$ cat config.mk
export PLATFORM = sky130hd
export DESIGN_NAME = hex_line_to_stuffed_frame_flat
export DESIGN_NICKNAME = d
export VERILOG_FILES = /design/src/hw/rtl/hlsf_pkg.sv /design/src/hw/rtl/hlsf_channels.sv /design/src/hw/rtl/hlsf_ram.sv /design/src/hw/rtl/hex_line_to_stuffed_frame.sv /design/src/flat_wrapper.sv
export SDC_FILE = /design/constraint.sdc
export NUM_CORES = 1
export LEC_CHECK = 0
export ABC_AREA = 1
export BUFFER_PORTS_ARGS = -buffer_cell sky130_fd_sc_hd__buf_2
export CAP_MARGIN = 10
export CORE_AREA = 2 2 230 232
export CTS_BUF_LIST = sky130_fd_sc_hd__clkbuf_16
export CTS_CLUSTER_SIZE = 14
export DETAILED_ROUTE_END_ITERATION = 16
export DIE_AREA = 0 0 232 234
export GPL_TIMING_DRIVEN = 0
export PLACE_DENSITY_LB_ADDON = 0.25
export RECOVER_POWER = 25
export SETUP_SLACK_MARGIN = 0.1
export SLEW_MARGIN = 10
export SYNTH_ARGS = -nofsm -noshare
export SYNTH_HDL_FRONTEND = slang
export SYNTH_HIERARCHICAL = 1
export SYNTH_SLANG_ARGS = --single-unit
export TNS_END_PERCENT = 10
$ cat constraint.sdc
create_clock -name clk -period 4.23 [get_ports clk]
set_input_delay 0.2115 -clock clk [delete_from_list [all_inputs] [get_ports clk]]
set_output_delay 0.2115 -clock clk [all_outputs]
set_load 0.03 [all_outputs]
$ cat src/hw/rtl/hlsf_pkg.sv
`timescale 1ns / 1ps
`default_nettype none

package hlsf_pkg;

  localparam logic [7:0] NEWLINE   = 8'h0a;
  localparam logic [7:0] NUL_CHAR  = 8'h00;
  localparam logic [7:0] SYNC_BYTE = 8'hff;
  localparam logic [7:0] HDR_ZERO  = 8'h00;

  localparam int unsigned CFG_IDX_W = 2;
  localparam int unsigned CFG_DATA_W = 32;

  localparam logic [CFG_IDX_W-1:0] REG_PREFIX_LENGTH   = 2'd0;
  localparam logic [CFG_IDX_W-1:0] REG_PREFIX_CHARS    = 2'd1;
  localparam logic [CFG_IDX_W-1:0] REG_EXPECTED_LENGTH = 2'd2;

  localparam logic [2:0]  PREFIX_LENGTH_RST   = 3'd3;
  localparam logic [31:0] PREFIX_CHARS_RST    = 32'h0020_3130;
  localparam logic [4:0]  EXPECTED_LENGTH_RST = 5'd29;
  localparam logic [2:0]  PREFIX_MAX          = 3'd4;

  typedef enum logic [1:0] {
    LS_OK,
    LS_MISMATCH,
    LS_VOIDED,
    LS_STOPPED
  } line_status_t;

  typedef enum logic [2:0] {
    ST_IDLE,
    ST_HDR_FF,
    ST_HDR_00,
    ST_READ,
    ST_DATA,
    ST_STUFF
  } emit_state_t;

  // {valid, value}
  function automatic logic [4:0] decode_hex(input logic [7:0] c);
    logic [4:0] r;
    r = 5'd0;
    if (c >= "0" && c <= "9") begin
      r = {1'b1, 4'(c - "0")};
    end else if (c >= "a" && c <= "f") begin
      r = {1'b1, 4'(c - "a" + 8'd10)};
    end else if (c >= "A" && c <= "F") begin
      r = {1'b1, 4'(c - "A" + 8'd10)};
    end
    return r;
  endfunction

endpackage

`default_nettype wire

$ cat src/hw/rtl/hlsf_channels.sv
`timescale 1ns / 1ps
`default_nettype none

interface hlsf_in_if;
  logic       valid;
  logic       ready;
  logic [7:0] ch;
  logic       end_of_text;

  modport source (output valid, output ch, output end_of_text, input ready);
  modport sink (input valid, input ch, input end_of_text, output ready);
endinterface

interface hlsf_out_if;
  logic       valid;
  logic       ready;
  logic [7:0] out_byte;
  logic       frame_end;

  modport source (output valid, output out_byte, output frame_end, input ready);
  modport sink (input valid, input out_byte, input frame_end, output ready);
endinterface

`default_nettype wire

$ cat src/hw/rtl/hlsf_ram.sv
`timescale 1ns / 1ps
`default_nettype none

module hlsf_ram #(
  parameter int unsigned WIDTH = 8,
  parameter int unsigned DEPTH = 32
) (
  input  wire logic                     clk,
  input  wire logic                     we,
  input  wire logic [$clog2(DEPTH)-1:0] waddr,
  input  wire logic [WIDTH-1:0]         wdata,
  input  wire logic                     re,
  input  wire logic [$clog2(DEPTH)-1:0] raddr,
  output logic      [WIDTH-1:0]         rdata
);

  logic [WIDTH-1:0] mem [DEPTH];

  always_ff @(posedge clk) begin
    if (we) begin
      mem[waddr] <= wdata;
    end
    if (re) begin
      rdata <= mem[raddr];
    end
  end

endmodule

`default_nettype wire

$ cat src/hw/rtl/hex_line_to_stuffed_frame.sv
// Hex text line to byte-stuffed binary frame.
// in_ch: one text character per word (ch, end_of_text), valid/ready.
// out_ch: one binary byte per word (out_byte, frame_end), valid/ready.
// cfg_*: write-only register port (prefix length, prefix chars, expected length);
// write only while idle.
// Characters that do not close a line are accepted back to back, decoded bytes
// going straight into the frame RAM. A closing line whose prefix matches and
// whose byte count equals the expected length emits FF 00, then the stored
// bytes, every FF sent twice, frame_end on the last byte. The closing character
// sets the state register, which then loads FF into the output register; each
// stored byte is read from RAM, then loaded, a stuffed FF once more. in_ch.ready
// stays low until the last byte of a frame is in the output register.
// A stalled receiver holds the output register and the emission sequencer.
// Reset restores the register defaults and clears the line state; frame RAM
// contents are not cleared (entries are read only after being written).
`timescale 1ns / 1ps
`default_nettype none

module hex_line_to_stuffed_frame #(
  parameter int unsigned MAX_FRAME_BYTES = 32
) (
  input  wire logic                            clk,
  input  wire logic                            rst,
  input  wire logic                            cfg_we,
  input  wire logic [hlsf_pkg::CFG_IDX_W-1:0]  cfg_index,
  input  wire logic [hlsf_pkg::CFG_DATA_W-1:0] cfg_data,
  hlsf_in_if.sink                              in_ch,
  hlsf_out_if.source                           out_ch
);

  import hlsf_pkg::*;

  localparam int unsigned AW  = $clog2(MAX_FRAME_BYTES);
  localparam int unsigned BCW = $clog2(MAX_FRAME_BYTES + 1);
  localparam int unsigned CW  = (BCW > 5) ? BCW : 5;

  logic [2:0]     prefix_length;
  logic [31:0]    prefix_chars;
  logic [4:0]     expected_length;

  emit_state_t    state, state_next;
  logic [BCW-1:0] byte_count, byte_count_next;
  logic [4:0]     pending_nibble, pending_nibble_next;
  logic [2:0]     line_position, line_position_next;
  line_status_t   line_status, line_status_next;
  logic [BCW-1:0] emit_len, emit_len_next;
  logic [BCW-1:0] emit_idx, emit_idx_next;

  logic           out_valid;
  logic [7:0]     out_byte_r, out_byte_next;
  logic           frame_end_r, frame_end_next;
  logic           out_load;
  logic           out_free;

  logic           ram_we;
  logic [AW-1:0]  ram_waddr;
  logic [7:0]     ram_wdata;
  logic           ram_re;
  logic [7:0]     ram_rdata;

  logic [2:0]     eff_len;
  logic [31:0]    prefix_sh;
  logic [4:0]     nib;
  logic [BCW-1:0] idx_inc;
  logic           last;
  logic           matched;

  hlsf_ram #(
    .WIDTH(8),
    .DEPTH(MAX_FRAME_BYTES)
  ) u_frame_ram (
    .clk  (clk),
    .we   (ram_we),
    .waddr(ram_waddr),
    .wdata(ram_wdata),
    .re   (ram_re),
    .raddr(emit_idx[AW-1:0]),
    .rdata(ram_rdata)
  );

  assign in_ch.ready      = (state == ST_IDLE);
  assign out_ch.valid     = out_valid;
  assign out_ch.out_byte  = out_byte_r;
  assign out_ch.frame_end = frame_end_r;

  assign eff_len   = (prefix_length > PREFIX_MAX) ? PREFIX_MAX : prefix_length;
  assign prefix_sh = prefix_chars >> {line_position[1:0], 3'b000};
  assign nib       = decode_hex(in_ch.ch);
  assign out_free  = !out_valid || out_ch.ready;
  assign idx_inc   = emit_idx + BCW'(1);
  assign last      = (idx_inc == emit_len);
  assign ram_waddr = byte_count[AW-1:0];
  assign ram_wdata = {pending_nibble[3:0], nib[3:0]};

  always_comb begin
    state_next          = state;
    byte_count_next     = byte_count;
    pending_nibble_next = pending_nibble;
    line_position_next  = line_position;
    line_status_next    = line_status;
    emit_len_next       = emit_len;
    emit_idx_next       = emit_idx;
    out_load            = 1'b0;
    out_byte_next       = out_byte_r;
    frame_end_next      = frame_end_r;
    ram_we              = 1'b0;
    ram_re              = 1'b0;
    matched             = 1'b0;

    case (state)
      ST_IDLE: begin
        if (in_ch.valid) begin
          if (in_ch.ch != NEWLINE && line_status == LS_OK) begin
            if (line_position < eff_len) begin
              if (in_ch.ch != prefix_sh[7:0]) begin
                line_status_next = LS_MISMATCH;
              end else begin
                line_position_next = line_position + 3'd1;
              end
            end else if (in_ch.ch == NUL_CHAR) begin
              line_status_next = LS_STOPPED;
            end else if (!nib[4]) begin
              line_status_next    = LS_VOIDED;
              byte_count_next     = '0;
              pending_nibble_next = 5'd0;
            end else if (!pending_nibble[4]) begin
              pending_nibble_next = nib;
            end else if (byte_count >= BCW'(MAX_FRAME_BYTES)) begin
              line_status_next = LS_STOPPED;
            end else begin
              ram_we              = 1'b1;
              byte_count_next     = byte_count + BCW'(1);
              pending_nibble_next = 5'd0;
            end
          end
          if (in_ch.ch == NEWLINE || in_ch.end_of_text) begin
            matched = (line_status_next != LS_MISMATCH) && (line_position_next >= eff_len);
            if (matched && CW'(byte_count_next) == CW'(expected_length)) begin
              emit_len_next = byte_count_next;
              emit_idx_next = '0;
              state_next    = ST_HDR_FF;
            end
            byte_count_next     = '0;
            pending_nibble_next = 5'd0;
            line_position_next  = 3'd0;
            line_status_next    = LS_OK;
          end
        end
      end
      ST_HDR_FF: begin
        if (out_free) begin
          out_load       = 1'b1;
          out_byte_next  = SYNC_BYTE;
          frame_end_next = 1'b0;
          state_next     = ST_HDR_00;
        end
      end
      ST_HDR_00: begin
        if (out_free) begin
          out_load       = 1'b1;
          out_byte_next  = HDR_ZERO;
          frame_end_next = (emit_len == '0);
          state_next     = (emit_len == '0) ? ST_IDLE : ST_READ;
        end
      end
      ST_READ: begin
        ram_re     = 1'b1;
        state_next = ST_DATA;
      end
      ST_DATA: begin
        if (out_free) begin
          out_load       = 1'b1;
          out_byte_next  = ram_rdata;
          frame_end_next = last && (ram_rdata != SYNC_BYTE);
          if (ram_rdata == SYNC_BYTE) begin
            state_next = ST_STUFF;
          end else begin
            emit_idx_next = idx_inc;
            state_next    = last ? ST_IDLE : ST_READ;
          end
        end
      end
      ST_STUFF: begin
        if (out_free) begin
          out_load       = 1'b1;
          out_byte_next  = SYNC_BYTE;
          frame_end_next = last;
          emit_idx_next  = idx_inc;
          state_next     = last ? ST_IDLE : ST_READ;
        end
      end
      default: begin
        state_next = ST_IDLE;
      end
    endcase
  end

  always_ff @(posedge clk) begin
    if (rst) begin
      state           <= ST_IDLE;
      prefix_length   <= PREFIX_LENGTH_RST;
      prefix_chars    <= PREFIX_CHARS_RST;
      expected_length <= EXPECTED_LENGTH_RST;
      byte_count      <= '0;
      pending_nibble  <= 5'd0;
      line_position   <= 3'd0;
      line_status     <= LS_OK;
      emit_len        <= '0;
      emit_idx        <= '0;
      out_valid       <= 1'b0;
    end else begin
      state          <= state_next;
      byte_count     <= byte_count_next;
      pending_nibble <= pending_nibble_next;
      line_position  <= line_position_next;
      line_status    <= line_status_next;
      emit_len       <= emit_len_next;
      emit_idx       <= emit_idx_next;
      if (out_load) begin
        out_valid <= 1'b1;
      end else if (out_ch.ready) begin
        out_valid <= 1'b0;
      end
      if (cfg_we) begin
        case (cfg_index)
          REG_PREFIX_LENGTH:   prefix_length   <= cfg_data[2:0];
          REG_PREFIX_CHARS:    prefix_chars    <= cfg_data[31:0];
          REG_EXPECTED_LENGTH: expected_length <= cfg_data[4:0];
          default: begin
          end
        endcase
      end
    end
  end

  always_ff @(posedge clk) begin
    if (out_load) begin
      out_byte_r  <= out_byte_next;
      frame_end_r <= frame_end_next;
    end
  end

endmodule

`default_nettype wire

$ cat src/flat_wrapper.sv
// flat-port wrapper written by rule: the top's interface ports become plain ports
module hex_line_to_stuffed_frame_flat import hlsf_pkg::*;
#(
  parameter int unsigned MAX_FRAME_BYTES = 32
)
  (clk, rst, cfg_we, cfg_index, cfg_data, in_ch_valid, in_ch_ch, in_ch_end_of_text, in_ch_ready, out_ch_valid, out_ch_out_byte, out_ch_frame_end, out_ch_ready);
  hlsf_in_if in_ch_i ();
  hlsf_out_if out_ch_i ();
  input  wire logic clk;
  input  wire logic rst;
  input  wire logic cfg_we;
  input  wire logic [hlsf_pkg::CFG_IDX_W-1:0] cfg_index;
  input  wire logic [hlsf_pkg::CFG_DATA_W-1:0] cfg_data;
  input wire logic [$bits(in_ch_i.valid)-1:0] in_ch_valid;
  input wire logic [$bits(in_ch_i.ch)-1:0] in_ch_ch;
  input wire logic [$bits(in_ch_i.end_of_text)-1:0] in_ch_end_of_text;
  output wire logic [$bits(in_ch_i.ready)-1:0] in_ch_ready;
  output wire logic [$bits(out_ch_i.valid)-1:0] out_ch_valid;
  output wire logic [$bits(out_ch_i.out_byte)-1:0] out_ch_out_byte;
  output wire logic [$bits(out_ch_i.frame_end)-1:0] out_ch_frame_end;
  input wire logic [$bits(out_ch_i.ready)-1:0] out_ch_ready;
  assign in_ch_i.valid = in_ch_valid;
  assign in_ch_i.ch = in_ch_ch;
  assign in_ch_i.end_of_text = in_ch_end_of_text;
  assign in_ch_ready = in_ch_i.ready;
  assign out_ch_valid = out_ch_i.valid;
  assign out_ch_out_byte = out_ch_i.out_byte;
  assign out_ch_frame_end = out_ch_i.frame_end;
  assign out_ch_i.ready = out_ch_ready;
  hex_line_to_stuffed_frame #(.MAX_FRAME_BYTES(MAX_FRAME_BYTES)) u_core (.clk(clk), .rst(rst), .cfg_we(cfg_we), .cfg_index(cfg_index), .cfg_data(cfg_data), .in_ch(in_ch_i), .out_ch(out_ch_i));
endmodule
======== Word level (Yosys, flattened, before mapping) ========
Memories as Yosys holds them, arrays and structs flattened. A register that Yosys moved wholly into a read port is not among the register bits.
Index checks and enable logic that the tools add are counted.
operators by class
  shift operators ......................... 1
  magnitude comparators ................... 10
  eq/ne operators ......................... 27
  mux-type cells .......................... 78
  add/subtract/negate cells ............... 8
  reduce and logical (&&, ||, !) cells .... 33
operator list
  cell                                                 number
  two-way mux 6 bit                                    15
  two-way mux 5 bit                                    10
  two-way mux 3 bit                                    15
  right shift 32 x 5 -> 8 bit                          1
  two-way mux 2 bit                                    12
  two-way mux 8 bit                                    3
  case mux 8 bit (3 select lines)                      1
  two-way mux 1 bit                                    19
  case mux 3 bit (6 select lines)                      1
  case mux 6 bit (3 select lines)                      1
  >= comparator 8 x 7 -> 1 bit, second input constant  2
  <= comparator 8 x 7 -> 1 bit, second input constant  2
  != test 2 x 1 -> 1 bit, second input constant        8
  AND reduction 7 bit                                  2
  adder 6 x 1 -> 6 bit, second input constant          2
  AND reduction 6 bit                                  2
  subtractor 4 x 1 -> 4 bit, second input constant     3
  AND reduction 5 bit                                  2
  adder 4 bit, second input constant                   2
  equality test 8 x 4 -> 1 bit, second input constant  1
  equality test 8 bit, second input constant           1
  >= comparator 8 x 6 -> 1 bit, second input constant  1
  <= comparator 8 x 6 -> 1 bit, second input constant  1
  logical NOT 8 bit                                    1
  31 further kinds                                     49
word-level totals
  memory bits (writable) .................. 256
  memories ................................ 1
  flip-flop bits (word level) ............. 81
  output and inout port bits .............. 11
  word-level logic and storage cells ...... 172
memories
  name                    words  bits a word  read ports  clocked after Yosys merged registers in  wr ports  line            text
  u_core.u_frame_ram.mem  32     8            1           1                                        1         hlsf_ram.sv:17  logic [WIDTH-1:0] mem [DEPTH];

======== Depth between registers and ports, before layout ========
Gate-level depths: netlist of run 1.
  depth after elaboration ................. 18
  depth in mapped cells ................... 26
  depth with buffers taken out ............ 25

======== By module ========
The synthesis of run 1 kept the hierarchy.
by module, submodules not included
  module                     area an instance (µm²)  sequential area each (µm²)  cells each  instances
  hlsf_ram                   10866.7                 7927.6                      922         1
  hex_line_to_stuffed_frame  4575.6                  1711.6                      694         1

======== Worst setup path after synthesis of run 1 ========
No wires, ideal clock.
  path type ............................... reg-to-reg
  from .................................... reg u_core.line_position[1]
  to ...................................... reg u_core.emit_idx[0]
  stages on the path, launching flop included .. 25
  period minus slack after synthesis ...... 2824 ps
  path buffers ............................ 2
  path slack .............................. 1406 ps
  data arrival time ....................... 2709 ps
  required time ........................... 4115 ps
  cell sequence ........................... dfxtp_1 buf_4 clkinv_1 nand3_1 nand2_1 nand2_1 nand2_1 inv_1 nand2_1 nor2_1 nand3_1 inv_1 nand3_1 xnor2_1 ha_1 nand2_1 o211ai_1 nand2_1 nor2_1 nand4_2 o21bai_2 buf_6 nand3_1 nand2_1 nor2_1
between the ends
  longest elaborated chain between the ends .. 12
  elaborated cells on any way between the ends .. 25
ends and longest elaborated chain
  element                                                        line                              text
  start: declaration                                             hex_line_to_stuffed_frame.sv:44   logic [2:0] line_position, line_position_next;
  start signal: assignment                                       hex_line_to_stuffed_frame.sv:215  line_position <= line_position_next;
  right shift 32 x 5 -> 8 bit                                    hex_line_to_stuffed_frame.sv:87   assign prefix_sh = prefix_chars >> {line_position[1:0], 3'b000};
  != test 8 bit                                                  hex_line_to_stuffed_frame.sv:115  if (in_ch.ch != prefix_sh[7:0]) begin
  two-way mux 3 bit or two-way mux 2 bit (tied branches)         hex_line_to_stuffed_frame.sv:115
  two-way mux 3 bit or two-way mux 2 bit (tied branches)         hex_line_to_stuffed_frame.sv:114  if (line_position < eff_len) begin
  two-way mux 3 bit or two-way mux 2 bit (tied branches)         hex_line_to_stuffed_frame.sv:113  if (in_ch.ch != NEWLINE && line_status == LS_OK) begin
  two-way mux 3 bit or two-way mux 2 bit (tied branches)         hex_line_to_stuffed_frame.sv:112  if (in_ch.valid) begin
  two-way mux 3 bit or two-way mux 2 bit (tied branches)         hex_line_to_stuffed_frame.sv:110  case (state)
  >= comparator 3 bit or != test 2 x 1 -> 1 bit (tied branches)  hex_line_to_stuffed_frame.sv:137  matched = (line_status_next != LS_MISMATCH) && (line_position_next >= eff_len);
  logical AND 1 bit                                              hex_line_to_stuffed_frame.sv:137
  logical AND 1 bit *                                            hex_line_to_stuffed_frame.sv:138  if (matched && CW'(byte_count_next) == CW'(expected_length)) begin
  != test 2 x 1 -> 1 bit (no line) *                             --
  AND reduction 7 bit (no line) *                                --
  end signal: assignment                                         hex_line_to_stuffed_frame.sv:218  emit_idx <= emit_idx_next;
  end: declaration                                               hex_line_to_stuffed_frame.sv:47   logic [BCW-1:0] emit_idx, emit_idx_next;
Every way passes the cells marked *; elsewhere a longest branch is shown, timed or not. The select of a mux whose other input is x is not followed.
A chain may end at the register's enable or synchronous reset.

======== Worst setup path in the final report of run 1 ========
  from .................................... reg u_core.state[0]
  to ...................................... mem u_core.u_frame_ram.mem[2][7] (enable)
between the ends
  longest elaborated chain between the ends .. 4
ends and longest elaborated chain
  element                                  line                              text
  start: declaration                       hex_line_to_stuffed_frame.sv:41   emit_state_t state, state_next;
  start signal: assignment                 hex_line_to_stuffed_frame.sv:212  state <= state_next;
  logical NOT 3 bit                        hex_line_to_stuffed_frame.sv:110
  two-way mux 1 bit                        hex_line_to_stuffed_frame.sv:110
  net u_core.ram_we                        hex_line_to_stuffed_frame.sv:55   logic ram_we;
  two-way mux 1 bit                        hlsf_ram.sv:20                    if (we) begin
  two-way mux 1 bit (implied by the code)  hlsf_ram.sv:21                    mem[waddr] <= wdata;
  end: declaration                         hlsf_ram.sv:17
The timed path passes the listed nets, and every way through them passes these cells.

==> flow_metrics.py, run 1 <==
metrics = {
    "final_layout": {
        "utilization": 0.3522,
        "nNetsFinal": 1815,
        "area_growth_pct": 18.64,
        "num-fill-cells": 5276,
        "seq_area_um2": 9639,
        "multi_input_area_um2": 4969,
        "antenna_cells": 0,
        "drive_gt1_frac": 0.09916,
    },
    "synthesis": {
        "syn_inst": 1616,
        "synth_top_area_frac": 0.5309,
        "async_flop_share": 0,
        "synth_area_leaders": "edfxtp_1 (53%), nand2_1 (13%), dfxtp_1 (9.3%), nand3_1 (8.6%), nor2_1 (3.4%)",
        "synth_most_common_cell": "nand2_1",
        "yosysUniqueCellTypes": 39,
        "yosysWarnings": 6,
        "syn-cell-area_um2": 15440,
        "synth_nets": 1677,
        "synth_common_cells": "nand2_1 (535), edfxtp_1 (273), nand3_1 (264)",
        "synth_edf_count": 273,
        "synth.avg_cell_area_um2": 9.556,
        "ys_ff_latch": 345,
        "synth_ff_type": "edfxtp_1",
        "synth_area_leader_cell": "edfxtp_1",
        "seq_area_frac_synth": 0.6242,
    },
    "sta": {
        "setup_ws_ns": 0.4892,
        "relSlewSlack": -0.2847,
        "drv_slew": 10,
        "setup_viol": 0,
        "tightest_slew_ns": 1.907,
        "period_minus_slack_ns": 3.741,
        "rsz0062_at_grt": "no",
        "fin_crit_sh": 0.8843,
        "timing.hold.ws_ns": 0.03360,
        "hold_viol": 0,
        "fmax_mhz": 267.3,
        "fin_skew_ns": 0.02837,
    },
    "clock_tree": {
        "hold_buffers": 35,
        "clockBufferDepth": 3,
        "clkTransAtPathRegs_ns": 0.06,
        "root_buffer": "clkbuf_16",
        "cts_tree": "done",
        "ctsResizeCount": 0,
        "postCtsSetupRepairBufs": 0,
        "h-tree-depth": 2,
        "cts_buffers": 40,
        "clk_latency_ns": 0.57,
        "clock_sinks": 345,
    },
    "die": {
        "die_h_um": 234,
        "row_count": 84,
        "die_w_um": 232,
        "start_util": 0.2968,
        "dieArea_um2": 54290,
        "coreArea_um2": 52020,
        "io_pins": 59,
    },
    "worst_setup_path": {
        "crit_required_ns": 4.42,
        "crit_start": "u_core/state[0]",
        "r2r_setup_slack_ns": 0.49,
        "crit_path_start_kind": "register",
        "worst-path-max-fanout": 8,
        "endpoint": "u_core/u_frame_ram/mem[2][7]",
        "r2r-start": "u_core/state[0]",
        "crit_path_end_kind": "register",
        "rr_worst_depth": 7,
        "path_class": "register to register",
        "critPathArrivalTime_ns": 3.93,
        "r2r-end": "u_core/u_frame_ram/mem[2][7]",
    },
    "power": {
        "ir_worst_vdd_uv": 270.4,
        "powerDensity_nw_per_um2": 560.8,
        "power_mw": 10.28,
        "leakage_nw": 6.992,
    },
    "drt": {
        "drcViolationCount": 0,
        "wl_per_cell_um": 17.42,
        "viasPerCell": 4.742,
        "ant_nets": 0,
        "drt_iter0_drc": 914,
        "vias": 11730,
        "dr.pass1.iters": 5,
        "drt_wl_total_um": 43080,
    },
    "flow_run": {
        "maxCapViolations": 1,
    },
    "global_route": {
        "grt_pass1_wl_um": 65920,
        "grt_pass1_vias": 11310,
        "grt-ovfl-total": 0,
        "grt_max_degree": 34,
        "antenna_found_initial": 1,
        "grt_usage": 0.1604,
    },
    "outcome": {
        "outcome": "finished with violations",
        "failed_checks": "max-capacitance violations, max-slew violations",
    },
    "placed_design": {
        "gp_congestion": 0.9134,
        "port_buffers": 57,
        "pre_cts_slack_ns": 0.3262,
        "hpwl_um": 29810,
    },
    "hold_path": {
        "hp-class": "primary input to register",
    },
}
[flip-flops by register name, indices dropped and copies added, names as in the netlist]
name / count
u_core/expected_length: 5
u_core/line_status: 2
u_core/line_position: 3
u_core/prefix_length: 3
u_core/u_frame_ram/rdata: 8
u_core/pending_nibble: 5
u_core/emit_idx: 6
u_core/out_ch.frame_end: 1
u_core/out_ch.out_byte: 8
u_core/prefix_chars: 32
u_core/emit_len: 6
u_core/state: 3
u_core/out_ch.valid: 1
u_core/u_frame_ram/mem: 256
u_core/byte_count: 6
[worst min path at each step]
stage,end,from,depth (start not counted)
final,u_core/pending_nibble[4],in_ch_end_of_text,4
after floorplan,u_core/prefix_chars[12],cfg_data[12],2
after CTS,u_core/pending_nibble[4],in_ch_end_of_text,4
after global placement,u_core/prefix_chars[21],cfg_data[21],3
after detailed placement,u_core/prefix_chars[5],cfg_data[5],3
after global routing,u_core/pending_nibble[4],in_ch_end_of_text,4
[layout make-up]
class | instances | area share
Sequential cell | 345 | 0.5261
Timing Repair Buffer | 96 | 0.03859
Multi-Input combinational cell | 1105 | 0.2712
Inverter | 93 | 0.01919
Clock inverter | 32 | 0.01400
Tap cell | 688 | 0.04698
Clock buffer | 41 | 0.05600
Buffer | 73 | 0.02793
[metal layers]
metal	wire length, µm	GRT usage	up-vias
met2	20260	0.2655	335
met5	13	0	-
met4	1041	0.04848	2
li1	-	-	5740
met3	2249	0.02322	75
met1	19510	0.2177	5575
[worst max-delay path, stage by stage, from the launching register on]
cell	delay [ns]
dfxtp_1	0.35
nor2_1	0.14
inv_1	0.07
nor2_1	0.35
nand2_1	0.27
nor4_1	0.68
nand3_1	0.57
nor2_1	0.92
[metrics by stage]
stage               cells  setup TNS, ns  instance area [µm²]
floorplan            1616              0                15440
global placement     2361         -51.98                16590
detailed placement   2365              0                16740
CTS                  2473              0                18380
global route         2473              0                18320
finish               2473              0                18320
[report_power, final]
| group | internal (mW) | switching (mW) | leakage [nW] |
|---|---|---|---|
| sequential | 3.78 | 0.0844 | 2.85 |
| combinational | 0.942 | 2.12 | 3.49 |
| clock | 1.95 | 1.40 | 0.645 |
| total | 6.68 | 3.60 | 6.99 |
[logic make-up after synthesis]
| family | Yosys count | synth area share |
|---|---|---|
| and+or+nand+nor | 984 | 0.2698 |
| DFF | 345 | 0.6242 |
| buffers and inverters | 166 | 0.05591 |
| AOI/OAI and AO/OA | 100 | 0.03500 |
| adders and majority gates | 13 | 0.01053 |
| xor gates and xnor gates | 8 | 0.004538 |
[cell usage in the layout (no fill, tap or decap), types with 3 or more instances in the layout]
master         count
o211ai_1           8
dfxtp_1           72
dlygate4sd3_1     35
clkbuf_1          36
clkbuf_16         41
ha_1              13
inv_2              6
nand3_2            3
buf_4              6
clkinv_1          18
nand3_1          264
xor2_1             5
a21oi_1           35
buf_6             26
nand2_2            6
nand4_1           10
inv_1             90
bufinv_16          3
buf_16             3
nand3b_1           3
nor3_1             9
xnor2_1            3
buf_2             61
nand2_1          535
edfxtp_1         273
nor4_1             4
nor2_1           140
or2_2              4
o21ai_0           47
Power figures use the tool's default switching activity.
==> run 2: changes to the inputs <==
--- a/config.mk
+++ b/config.mk
@@ -7,12 +7,11 @@
 export LEC_CHECK = 0
 export ABC_AREA = 1
 export BUFFER_PORTS_ARGS = -buffer_cell sky130_fd_sc_hd__buf_2
-export CAP_MARGIN = 10
-export CORE_AREA = 2 2 230 232
+export CORE_AREA = 2 2 214 216
 export CTS_BUF_LIST = sky130_fd_sc_hd__clkbuf_16
 export CTS_CLUSTER_SIZE = 14
 export DETAILED_ROUTE_END_ITERATION = 16
-export DIE_AREA = 0 0 232 234
+export DIE_AREA = 0 0 216 218
 export GPL_TIMING_DRIVEN = 0
 export PLACE_DENSITY_LB_ADDON = 0.25
 export RECOVER_POWER = 25
==> run 2 against run 1 <==
The run now ends clean; maximum frequency fell by 0.56%; power fell by 2.3%; die area fell by 13%; worst setup slack got worse by 0.021 ns; clock-buffer cell count fell by 2; clock skew fell by 0.0017 ns; utilization rose by 5.0 points; sequential share of layout area rose by 0.74 points; highest routed layer unchanged.
==> flow_metrics.py, run 2 (same netlist as run 1, synthesis figures left out) <==
metrics = {
    "final_layout": {
        "fin_cells": 2377,
        "largest_registers": "u_core/u_frame_ram/mem: 256 flops, u_core/prefix_chars: 32 flops",
        "top_register": "u_core/u_frame_ram/mem",
        "area_growth_pct": 17.01,
        "largest_reg_flops": 256,
        "antenna_cells": 0,
        "final_cell_mix": "nand2_1 (535), edfxtp_1 (273), nand3_1 (264), nor2_1 (140), inv_1 (93)",
        "nNetsFinal": 1811,
        "num-fill-cells": 4386,
        "utilization": 0.4025,
        "mostFrequentLayoutCell": "nand2_1",
        "drive_gt1_frac": 0.09848,
    },
    "clock_tree": {
        "root_buffer": "clkbuf_16",
        "h-tree-depth": 2,
        "clk_latency_ns": 0.55,
        "cts_tree": "done",
        "clkTransAtPathRegs_ns": 0.06,
        "ctsResizeCount": 0,
        "cts_buffers": 39,
        "clockBufferDepth": 3,
        "clock_sinks": 345,
        "postCtsSetupRepairBufs": 0,
        "hold_buffers": 32,
    },
    "placed_design": {
        "gp_congestion": 0.8893,
        "pre_cts_slack_ns": 0.3192,
        "dp.cells": 2277,
        "hpwl_um": 28740,
        "port_buffers": 57,
    },
    "worst_setup_path": {
        "crit_path_start_kind": "register",
        "rr_worst_depth": 7,
        "crit_required_ns": 4.39,
        "crit_slowest_cell": "nor2_1",
        "path_class": "register to register",
        "crit_path_end_kind": "register",
        "critPathArrivalTime_ns": 3.92,
        "r2r-start": "u_core/state[0]",
        "r2r-end": "u_core/u_frame_ram/mem[2][4]",
        "cp_num_buf_inv": 1,
        "slowest_delay_ns": 0.90,
        "crit_chain": "nor2_1, inv_1, nor2_1, nand2_1, nor4_1, nand3_1, nor2_1",
        "crit_top_cell": "nor2_1",
        "crit_start": "u_core/state[0]",
        "cp_top_family": "simple AND/OR/NAND/NOR gates",
        "worst-path-max-fanout": 8,
        "r2r_setup_slack_ns": 0.47,
    },
    "sta": {
        "fin_skew_ns": 0.02663,
        "setup_tns_ns": 0,
        "relSlewSlack": 0.004157,
        "setup_ws_ns": 0.4681,
        "rsz0062_at_grt": "no",
        "drv_slew": 0,
        "fin_crit_sh": 0.8893,
        "timing.hold.ws_ns": 0.03720,
        "setup_viol": 0,
        "tightest_slew_ns": 1.492,
        "period_minus_slack_ns": 3.762,
        "fmax_mhz": 265.8,
        "hold_viol": 0,
    },
    "power": {
        "ir_worst_vdd_uv": 329.3,
        "powerDensity_nw_per_um2": 555.5,
        "leakage_nw": 6.938,
    },
    "hold_path": {
        "min_to": "u_core/state[1]",
        "hold_path.startpoint": "out_ch_ready",
        "hp-class": "primary input to register",
        "holdPathStages": 4,
    },
    "global_route": {
        "grt-ovfl-total": 0,
        "grt_pass1_vias": 11100,
        "grt_usage": 0.1766,
        "grt_pass1_wl_um": 63720,
        "antenna_found_initial": 1,
        "grt_max_degree": 34,
    },
    "drt": {
        "drt_iter0_drc": 908,
        "drcViolationCount": 0,
        "wl_per_cell_um": 17.53,
        "viasPerCell": 4.932,
        "ant_nets": 0,
        "drt_wl_total_um": 41680,
        "dr.pass1.iters": 5,
        "vias": 11720,
    },
    "die": {
        "io_pins": 59,
        "start_util": 0.3440,
        "row_count": 78,
        "coreArea_um2": 44890,
        "die_w_um": 216,
        "die_h_um": 218,
        "dieArea_um2": 47090,
    },
    "flow_run": {
        "maxCapViolations": 0,
    },
    "outcome": {
        "outcome": "finished clean",
    },
}
## run 2: layout make-up
class | instances | area [µm²] | area share
buffer | 73 | 511.7 | 0.02832
clock buffer | 39 | 975.9 | 0.05401
clock inverter | 29 | 203.9 | 0.01129
inverter | 93 | 351.6 | 0.01946
multi-input combinational | 1105 | 4966 | 0.2748
sequential | 345 | 9639 | 0.5335
tap | 600 | 750.7 | 0.04155
timing repair buffer | 93 | 669.4 | 0.03705
## run 2: metal layers
layer  wire [µm]  share of wire  vias to the layer above  track usage
met5          11        0.00026                        -            0
met4         867          0.021                        2      0.04795
met3        2627          0.063                       65      0.02775
met2       19690           0.47                      362       0.2980
met1       18490           0.44                     5545       0.2365
li1            -              -                     5750            -
## run 2: how the worst max path moves through the flow
stage	to	slack, ns	cells past startpoint
after floorplan	u_core/emit_idx[0]	1.41	24
after global placement	u_core/u_frame_ram/mem[2][3]	-1.13	7
after detailed placement	u_core/u_frame_ram/mem[3][1]	0.32	11
after CTS	u_core/u_frame_ram/mem[3][7]	0.53	7
after global routing	u_core/u_frame_ram/mem[10][0]	0.30	7
final	u_core/u_frame_ram/mem[2][4]	0.47	7
## run 2: power breakdown
group	internal, mW	switching (mW)	total, mW	leakage, nW
logic	0.939	2.11	3.05	3.48
clock network	1.80	1.32	3.12	0.605
registers	3.78	0.0864	3.87	2.85
## run 2: worst min-delay path, stage by stage
cell and delay, ns:
buf_2 0.08, nor2_1 0.09, nand2_1 0.09, a21oi_1 0.06
## run 2: metrics by stage
step	total power, mW	instance area (µm²)
global placement	6.891	16480
finish	10.04	18070
global route	10.56	18070
CTS	10.10	18120
detailed placement	6.938	16620
floorplan	5.956	15440
